File: src/hdl/sec_pkg.sv
// shared types and constants of the sprite entry column expander
package sec_pkg;

  // screen row that raw y and the column height are subtracted from
  localparam logic [9:0] Y_ORIGIN = 10'd384;

  // log2 of the tile height in pixels
  localparam int TILE_SHIFT = 4;

  // commands from the controller to the datapath
  typedef struct packed {
    logic load;     // take a new entry, restart at the top row
    logic advance;  // current tile beat delivered, step to the next row
  } sec_cmd_t;

  // status from the datapath to the controller
  typedef struct packed {
    logic last;     // current row is the bottom tile of the column
  } sec_status_t;

endpackage

File: src/hdl/sprite_entry_column_expand.sv
// top level of the sprite entry column expander
//
// Takes one sprite attribute entry per input beat (seven bytes, byte 1 left
// out) and produces one draw command per 16-pixel tile of the sprite's
// column, top row first, 1, 2, 4 or 8 beats per entry. The last beat of an
// entry has out_final_tile set.
// Both channels use valid/ready; a beat moves when both are high.
// Latency: the first tile beat is valid the cycle after the entry is taken.
// Only one entry is held at a time; the single row counter steps one tile per
// delivered output beat, and the next entry can be taken in the cycle after the
// final beat is delivered.
// When the receiver holds out_ready low, the current beat and its row hold
// and in_ready stays low until the column is finished.
// Synchronous reset (rst_n low) returns to idle with in_ready high and
// out_valid low; any column in progress is dropped.
module sprite_entry_column_expand
  import sec_pkg::*;
(
  input  logic        clk,
  input  logic        rst_n,
  input  logic        in_valid,
  output logic        in_ready,
  input  logic [7:0]  in_color_byte,
  input  logic [7:0]  in_ypos_low,
  input  logic [7:0]  in_ypos_high,
  input  logic [7:0]  in_code_low,
  input  logic [7:0]  in_attr_byte,
  input  logic [7:0]  in_xpos_low,
  input  logic [7:0]  in_xpos_high,
  output logic        out_valid,
  input  logic        out_ready,
  output logic [11:0] out_tile_code,
  output logic [3:0]  out_palette_sel,
  output logic        out_mirror_x,
  output logic        out_mirror_y,
  output logic [8:0]  out_screen_x,
  output logic signed [9:0] out_screen_y,
  output logic        out_final_tile
);

  sec_cmd_t    cmd;
  sec_status_t status;

  // sequencing
  sec_ctrl u_ctrl (
    .clk       (clk),
    .rst_n     (rst_n),
    .in_valid  (in_valid),
    .in_ready  (in_ready),
    .out_valid (out_valid),
    .out_ready (out_ready),
    .cmd       (cmd),
    .status    (status)
  );

  // decode and tile fields
  sec_dp u_dp (
    .clk         (clk),
    .cmd         (cmd),
    .status      (status),
    .color_byte  (in_color_byte),
    .ypos_low    (in_ypos_low),
    .ypos_high   (in_ypos_high),
    .code_low    (in_code_low),
    .attr_byte   (in_attr_byte),
    .xpos_low    (in_xpos_low),
    .xpos_high   (in_xpos_high),
    .tile_code   (out_tile_code),
    .palette_sel (out_palette_sel),
    .mirror_x    (out_mirror_x),
    .mirror_y    (out_mirror_y),
    .screen_x    (out_screen_x),
    .screen_y    (out_screen_y),
    .final_tile  (out_final_tile)
  );

endmodule

File: src/hdl/sec_ctrl.sv
// controller: sequences one entry at a time through its tile beats
module sec_ctrl
  import sec_pkg::*;
(
  input  logic        clk,
  input  logic        rst_n,
  input  logic        in_valid,
  output logic        in_ready,
  output logic        out_valid,
  input  logic        out_ready,
  output sec_cmd_t    cmd,
  input  sec_status_t status
);

  typedef enum logic {
    ST_IDLE,
    ST_EMIT
  } state_t;

  state_t state_r, state_nxt;
  logic   in_ready_r, in_ready_nxt;
  logic   out_valid_r, out_valid_nxt;

  // handshakes turned into datapath commands
  assign cmd.load    = in_valid & in_ready_r;
  assign cmd.advance = out_valid_r & out_ready;

  assign in_ready  = in_ready_r;
  assign out_valid = out_valid_r;

  // next state and registered handshake outputs
  always_comb begin
    state_nxt     = state_r;
    in_ready_nxt  = in_ready_r;
    out_valid_nxt = out_valid_r;
    unique case (state_r)
      ST_IDLE: begin
        if (cmd.load) begin
          state_nxt     = ST_EMIT;
          in_ready_nxt  = 1'b0;
          out_valid_nxt = 1'b1;
        end
      end
      ST_EMIT: begin
        if (cmd.advance && status.last) begin
          state_nxt     = ST_IDLE;
          in_ready_nxt  = 1'b1;
          out_valid_nxt = 1'b0;
        end
      end
      default: begin
        state_nxt     = ST_IDLE;
        in_ready_nxt  = 1'b1;
        out_valid_nxt = 1'b0;
      end
    endcase
  end

  // state and registered outputs
  always_ff @(posedge clk) begin
    if (!rst_n) begin
      state_r     <= ST_IDLE;
      in_ready_r  <= 1'b1;
      out_valid_r <= 1'b0;
    end else begin
      state_r     <= state_nxt;
      in_ready_r  <= in_ready_nxt;
      out_valid_r <= out_valid_nxt;
    end
  end

endmodule

File: src/hdl/sec_dp.sv
// datapath: entry decode, column registers and per-row tile fields
module sec_dp
  import sec_pkg::*;
(
  input  logic        clk,
  input  sec_cmd_t    cmd,
  output sec_status_t status,
  input  logic [7:0]  color_byte,
  input  logic [7:0]  ypos_low,
  input  logic [7:0]  ypos_high,
  input  logic [7:0]  code_low,
  input  logic [7:0]  attr_byte,
  input  logic [7:0]  xpos_low,
  input  logic [7:0]  xpos_high,
  output logic [11:0] tile_code,
  output logic [3:0]  palette_sel,
  output logic        mirror_x,
  output logic        mirror_y,
  output logic [8:0]  screen_x,
  output logic signed [9:0] screen_y,
  output logic        final_tile
);

  logic [1:0]  height_log2;
  logic [3:0]  height;
  logic [2:0]  height_m1;
  logic [8:0]  raw_y;
  logic [11:0] base_code;
  logic [9:0]  top_y;

  logic [11:0] code_r;
  logic [3:0]  color_r;
  logic        fx_r;
  logic        fy_r;
  logic [8:0]  sx_r;
  logic [2:0]  hm1_r;
  logic [2:0]  row_r, row_nxt;
  logic [9:0]  y_r, y_nxt;
  logic [2:0]  off;

  // entry decode
  assign height_log2 = attr_byte[5:4];
  assign height      = 4'd1 << height_log2;
  assign height_m1   = 3'(height - 4'd1);
  assign raw_y       = {ypos_high[0], ypos_low};
  assign base_code   = {attr_byte[3:0], code_low} & ~{9'd0, height_m1};
  // column top, wrapping in ten bits
  assign top_y       = Y_ORIGIN - {1'b0, raw_y} - ({6'd0, height} << TILE_SHIFT);

  // row counter and running y
  always_comb begin
    row_nxt = row_r;
    y_nxt   = y_r;
    if (cmd.load) begin
      row_nxt = 3'd0;
      y_nxt   = top_y;
    end else if (cmd.advance) begin
      row_nxt = row_r + 3'd1;
      y_nxt   = y_r + (10'd1 << TILE_SHIFT);
    end
  end

  // per-entry fields held for the whole column, plus the row counter and running y
  always_ff @(posedge clk) begin
    if (cmd.load) begin
      code_r  <= base_code;
      color_r <= color_byte[3:0];
      fx_r    <= attr_byte[6];
      fy_r    <= attr_byte[7];
      sx_r    <= {xpos_high[0], xpos_low};
      hm1_r   <= height_m1;
    end
    row_r <= row_nxt;
    y_r   <= y_nxt;
  end

  // tile offset, counted from the bottom when mirrored in y
  assign off = fy_r ? (hm1_r - row_r) : row_r;

  assign status.last = (row_r == hm1_r);

  assign tile_code   = code_r | {9'd0, off};
  assign palette_sel = color_r;
  assign mirror_x    = fx_r;
  assign mirror_y    = fy_r;
  assign screen_x    = sx_r;
  assign screen_y    = y_r;
  assign final_tile  = status.last;

endmodule

File: config.mk
export PLATFORM = sky130hd
export DESIGN_NAME = sprite_entry_column_expand
export DESIGN_NICKNAME = d
export VERILOG_FILES = /design/src/hdl/sec_pkg.sv /design/src/hdl/sprite_entry_column_expand.sv /design/src/hdl/sec_ctrl.sv /design/src/hdl/sec_dp.sv
export SDC_FILE = /design/constraint.sdc
export NUM_CORES = 1
export LEC_CHECK = 0
export ABC_CLOCK_PERIOD_IN_PS = 2100
export BUFFER_PORTS_ARGS = -buffer_cell sky130_fd_sc_hd__buf_2
export CORE_ASPECT_RATIO = 0.75
export CORE_MARGIN = 8
export CORE_UTILIZATION = 47
export DETAILED_ROUTE_END_ITERATION = 7
export GPL_TIMING_DRIVEN = 0
export PLACE_DENSITY = 0.8
export SYNTH_ARGS = -nofsm -noshare
export SYNTH_HDL_FRONTEND = slang
export SYNTH_SLANG_ARGS = --single-unit
File: constraint.sdc
create_clock -name clk -period 2.1 [get_ports clk]
set_input_delay 0.105 -clock clk [delete_from_list [all_inputs] [get_ports clk]]
set_output_delay 0.105 -clock clk [all_outputs]
set_load 0.005 [all_outputs]
# == Yosys cells after proc, flatten, opt, wreduce, memory -nomap -nowiden ==
# Cells that the tools add are included.
# op_classes
n_addsub,6
div_mod_pow,0
multipliers,0
n_bitwise,6
n_lt_le_gt_ge,0
reduce_logical,3
n_mux,12
n_eq_ne,3
shifts,1
# ops
op,count
10-bit 2-to-1 mux,2
12-bit bitwise AND,1
3-bit inverter with 12-bit output,1
12-bit by 3-bit bitwise OR with 12-bit output,1
10-bit by 5-bit adder with 10-bit output (second input constant),1
10-bit by 8-bit subtractor with 10-bit output,1
9-bit by 9-bit subtractor with 10-bit output (first input constant),1
1-bit 2-to-1 mux,6
1-bit case mux with 2 select lines,3
2-bit inequality test (second input constant),2
1-bit by 2-bit left shift with 4-bit output (first input constant),1
3-bit by 1-bit adder with 3-bit output (second input constant),1
3-bit == test,1
3-bit 2-to-1 mux,1
3-bit by 1-bit subtractor with 3-bit output (second input constant),1
3-bit subtractor,1
1-bit bitwise AND,2
2-bit AND reduction,1
2-bit nonzero test,1
1-bit logical AND,1
1-bit inverter,1
# totals
in_bits,60
mem_bits_rw,0
output_inout_bits,40
memories,0
mem_bits_ro,0
reg_bits,46
latchBits,0

# == Logic depth before layout (Yosys ltp) ==
# logic_depth
ltp_word,4
depth_mapped,9

# == Hierarchy ==
# From an unflattened synthesis, not the netlist that was laid out.
# unflattened
hier_cells,185
hier_area_um2,2328.5
# modules_own_cells
mod,cells_each,n_inst,seq_area_each_um2,area_per_inst_um2
sec_dp,172,1,1261.2,2205.9
sec_ctrl,13,1,60.1,122.6

# == Worst setup path before layout ==
# Ideal clock, no wire load.
# synth_timing
kind,in2reg
start,input port in_attr_byte[5]
end,"register u_dp.y_r[7] (netlist: u_dp.screen_y[7]), data pin"
setup_ps,289
t_required_ps,1811
arrival_time_ps,1591
setup_slack_ps,219
path_stages,8
path_cell_list,or2_2 -> ha_1 -> ha_1 -> o21ai_0 -> a21oi_1 -> o21a_1 -> nor3_1 -> o22ai_1
# synth_via
elab_chain_len,3
# synth_rtl
item,line,rtl
start: declaration,sprite_entry_column_expand.sv:27,"input logic [7:0] in_attr_byte,"
1-bit by 2-bit left shift with 4-bit output,sec_dp.sv:43,assign height = 4'd1 << height_log2;
10-bit by 8-bit subtractor with 10-bit output,sec_dp.sv:48,"assign top_y = Y_ORIGIN - {1'b0, raw_y} - ({6'd0, height} << TILE_SHIFT);"
10-bit 2-to-1 mux,sec_dp.sv:54,if (cmd.load) begin
via u_dp.y_nxt[7],sec_dp.sv:38,"logic [9:0] y_r, y_nxt;"
end signal: assignment,sec_dp.sv:74,y_r <= y_nxt;
end: declaration,sec_dp.sv:38,
# The timed path passes the listed nets, and every way through them passes these cells.
# A chain may end at the register's enable or synchronous reset.

# == Final worst setup path ==
# layout_timing
start,register u_dp.row_r[0]
end,output port out_tile_code[2]
# layout_via
elab_chain_len,3
# layout_rtl
item,line,rtl
start: declaration,sec_dp.sv:37,"logic [2:0] row_r, row_nxt;"
start signal: assignment,sec_dp.sv:73,row_r <= row_nxt;
3-bit subtractor,sec_dp.sv:78,assign off = fy_r ? (hm1_r - row_r) : row_r;
3-bit 2-to-1 mux,sec_dp.sv:78,
12-bit by 3-bit bitwise OR with 12-bit output,sec_dp.sv:82,"assign tile_code = code_r | {9'd0, off};"
end: declaration,sprite_entry_column_expand.sv:32,"output logic [11:0] out_tile_code,"
# No other way between the ends.

==> metrics <==
Vias/cell=4.80; H-tree depth=2; ys async rst share=0%; setup TNS=0 ns; synth unique cells=33; maximum clock frequency=495 MHz; Worst R2R Path Depth=6; VDD IR max=0.413 mV; max-slew violations=0; worst min-delay path category=input pin to register; Core Area=4520 sq um; Skew-Pair Late Insertion Delay=0.29 ns; ANT nets after route=0; Root Buffer=clkbuf_8; remaining global-route overflow=0; clk slew on worst S/H paths=0.08 ns; design area=3060 sq um; met2 WL post-DR=2290 um; I/O Pins=100; CP Capture Type=output port; worst hold path depth=2; Switching Fraction=24.9%; RSZ-0062 raised after global routing=false; Die Y-Extent=75.7 um; fillers=346; P per Cell Area=727 nW/um^2; 1st-iter DRT viols=42; run status=completed; slew of the pin with the lowest slew margin=0.557 ns; Post-Syn Area=2230 sq um; Max FO, Critical Path=4; Setup CP Type=register to output port; max_cap viols=0; clock buffer depth=2; Max transition margin=62.9%; share of cells above drive strength 1=34.9%; final period demand of the worst path=2.02 ns; Psw=0.000554 W; Fin. Hold Viols=0; drt pass-1 iters=4; Seq cells post-synth=46; Sequential Power Share=51.1%; Leak=1.37 nW; most common cell after layout, fill and taps aside=buf_2; total CTS buffers=5; CTS tree=done; GP Congestion=0.776; Total GRT Usage=13.7%; setup bufs post-CTS=0; Die W=95.6 um; ys flop type=edfxtp_1; Layout Nets=373; storage element area=1320 sq um; clock sink total=46; post-synth top area share=53.8%; worst clock skew=0.00224 ns; drc violations=0; number of global-route vias before repair=1658; Internal=0.00167 W; post-layout util=67.8%; sequential cell area fraction in the yosys report=59.2%; Power Total=0.00223 W; clock network fraction of total power=28.7%; met3 wire len=452 um; WL final=5030 um; Synth area leaders=edfxtp_1 54%, ha_1 10%, dfxtp_1 5.4%, buf_4 3.0%, inv_1 2.7%; # rows=21; Area Growth Syn to Fin=37.1%; Post-DP Area=2710 sq um; initial antenna violation count=0; largest net degree at the start of global routing=44; Via Count=1688; Multi-input gate area=772 sq um; EDFF count, synth=40; Die Area=7240 sq um; final setup vio count=0; Yosys warnings=0; fin crit share=96.2%; cell taking the most area after synthesis=edfxtp_1; CP Data Arrival Time=1.91 ns; Ant. Diodes=0; most frequent cells in the layout=81 x buf_2, 40 x edfxtp_1, 24 x dlygate4sd3_1, 18 x ha_1, 16 x inv_1; M1 wire length=2230 um; dpl hpwl=3680 um; Hold WS=0.0128 ns; Synthesized Nets=261; syn_area_per_cell=12.3 sq um; cells after synthesis=182; initial core utilization=49.4%; first-pass GRT wire length=7680 um; port bufs=81; drt wl/cell=14.3 um; Required @ worst endpoint=2.00 ns; combinational share of power=20.2%; crit start category=register; uppermost layer routed=met4
## final cells by class
| cell class | count | area share [%] |
|---|---|---|
| Inverter | 16 | 1.96 |
| Multi-Input combinational cell | 108 | 25.2 |
| Buffer | 12 | 2.70 |
| Sequential cell | 46 | 43.1 |
| Clock inverter | 2 | 1.23 |
| Clock buffer | 6 | 2.37 |
| Timing Repair Buffer | 105 | 21.1 |
| Tap cell | 57 | 2.33 |
## power by group through the flow
stage	Combinational [W]	Sequential, W	Clock (W)
5_1_grt	0.000506	0.00115	0.000683
2_1_floorplan	0.000241	0.00116	0
3_3_place_gp	0.000398	0.00116	0
6_report	0.000450	0.00114	0.000639
3_5_place_dp	0.000411	0.00116	0
4_1_cts	0.000450	0.00114	0.000650
## state kept, by name, summed over array words and instances (netlist names)
name	cells
u_dp.code_r	12
u_ctrl.in_ready	1
u_dp.hm1_r	3
u_dp.screen_y	10
u_dp.mirror_x	1
u_ctrl.out_valid	1
u_dp.mirror_y	1
u_dp.row_r	3
u_dp.palette_sel	4
u_dp.screen_x	9
u_ctrl.state_r	1
## routing by layer
metal	GRT usage, %	up-vias
li1	-	856
met1	17.0	756
met2	22.8	70
met3	3.15	6
met4	5.43	0
met5	0	-
## per-stage QoR
stage	std cells	worst slack, ns
floorplan	182	0.219
global placement	320	-0.0604
detailed placement	320	-0.0768
CTS	352	0.155
global route	352	0.0284
finish	352	0.0803
## synthesized netlist by cell type (3+ instances only)
cell type,instances
nor2b_1,4
nand2b_1,5
dfxtp_1,6
nand3_1,6
inv_1,16
ha_1,18
edfxtp_1,40
a21oi_1,6
buf_4,9
and3_1,4
xnor2_1,6
xor2_1,5
nor2_1,11
nor3_1,3
o21ai_0,10
nand2_1,11
## cells by family after synthesis
| group | count (synthesis) | synth area share, % |
|---|---|---|
| simple gates | 48 | 10.5 |
| compound gates | 30 | 8.80 |
| buf+inv | 28 | 6.27 |
| xor+xnor | 11 | 4.31 |
| flops | 46 | 59.2 |
| fa+ha+maj | 19 | 11.0 |
## path summary, 6_finish.rpt
path                                                   start                           end  slack [ns]
worst max-delay path              u_dp.row_r[0]$_SDFFE_PP0P_              out_tile_code[2]        0.08
worst min register to register    u_dp.row_r[1]$_SDFFE_PP0P_    u_dp.row_r[1]$_SDFFE_PP0P_        0.54
worst max register to register  u_ctrl.in_ready$_SDFFE_PN1P_    u_dp.screen_y[9]$_DFFE_PP_        0.39
worst min-delay path                                   rst_n  u_ctrl.in_ready$_SDFFE_PN1P_        0.01
## worst max-delay path, cell delays in order, from the launching register on
cell and delay (ns):
dfxtp_1 0.35, ha_1 0.22, fa_1 0.37, xor2_1 0.17, and3_1 0.19, o21bai_1 0.16
buf_2 0.16
## what timing repair did
item                       in CTS  in global routing
resized for setup               0                  1
hold endpoints to repair       24                  0
hold buffers                   24                  0
setup endpoints to repair       0                  2
Power figures use the tool's default switching activity.
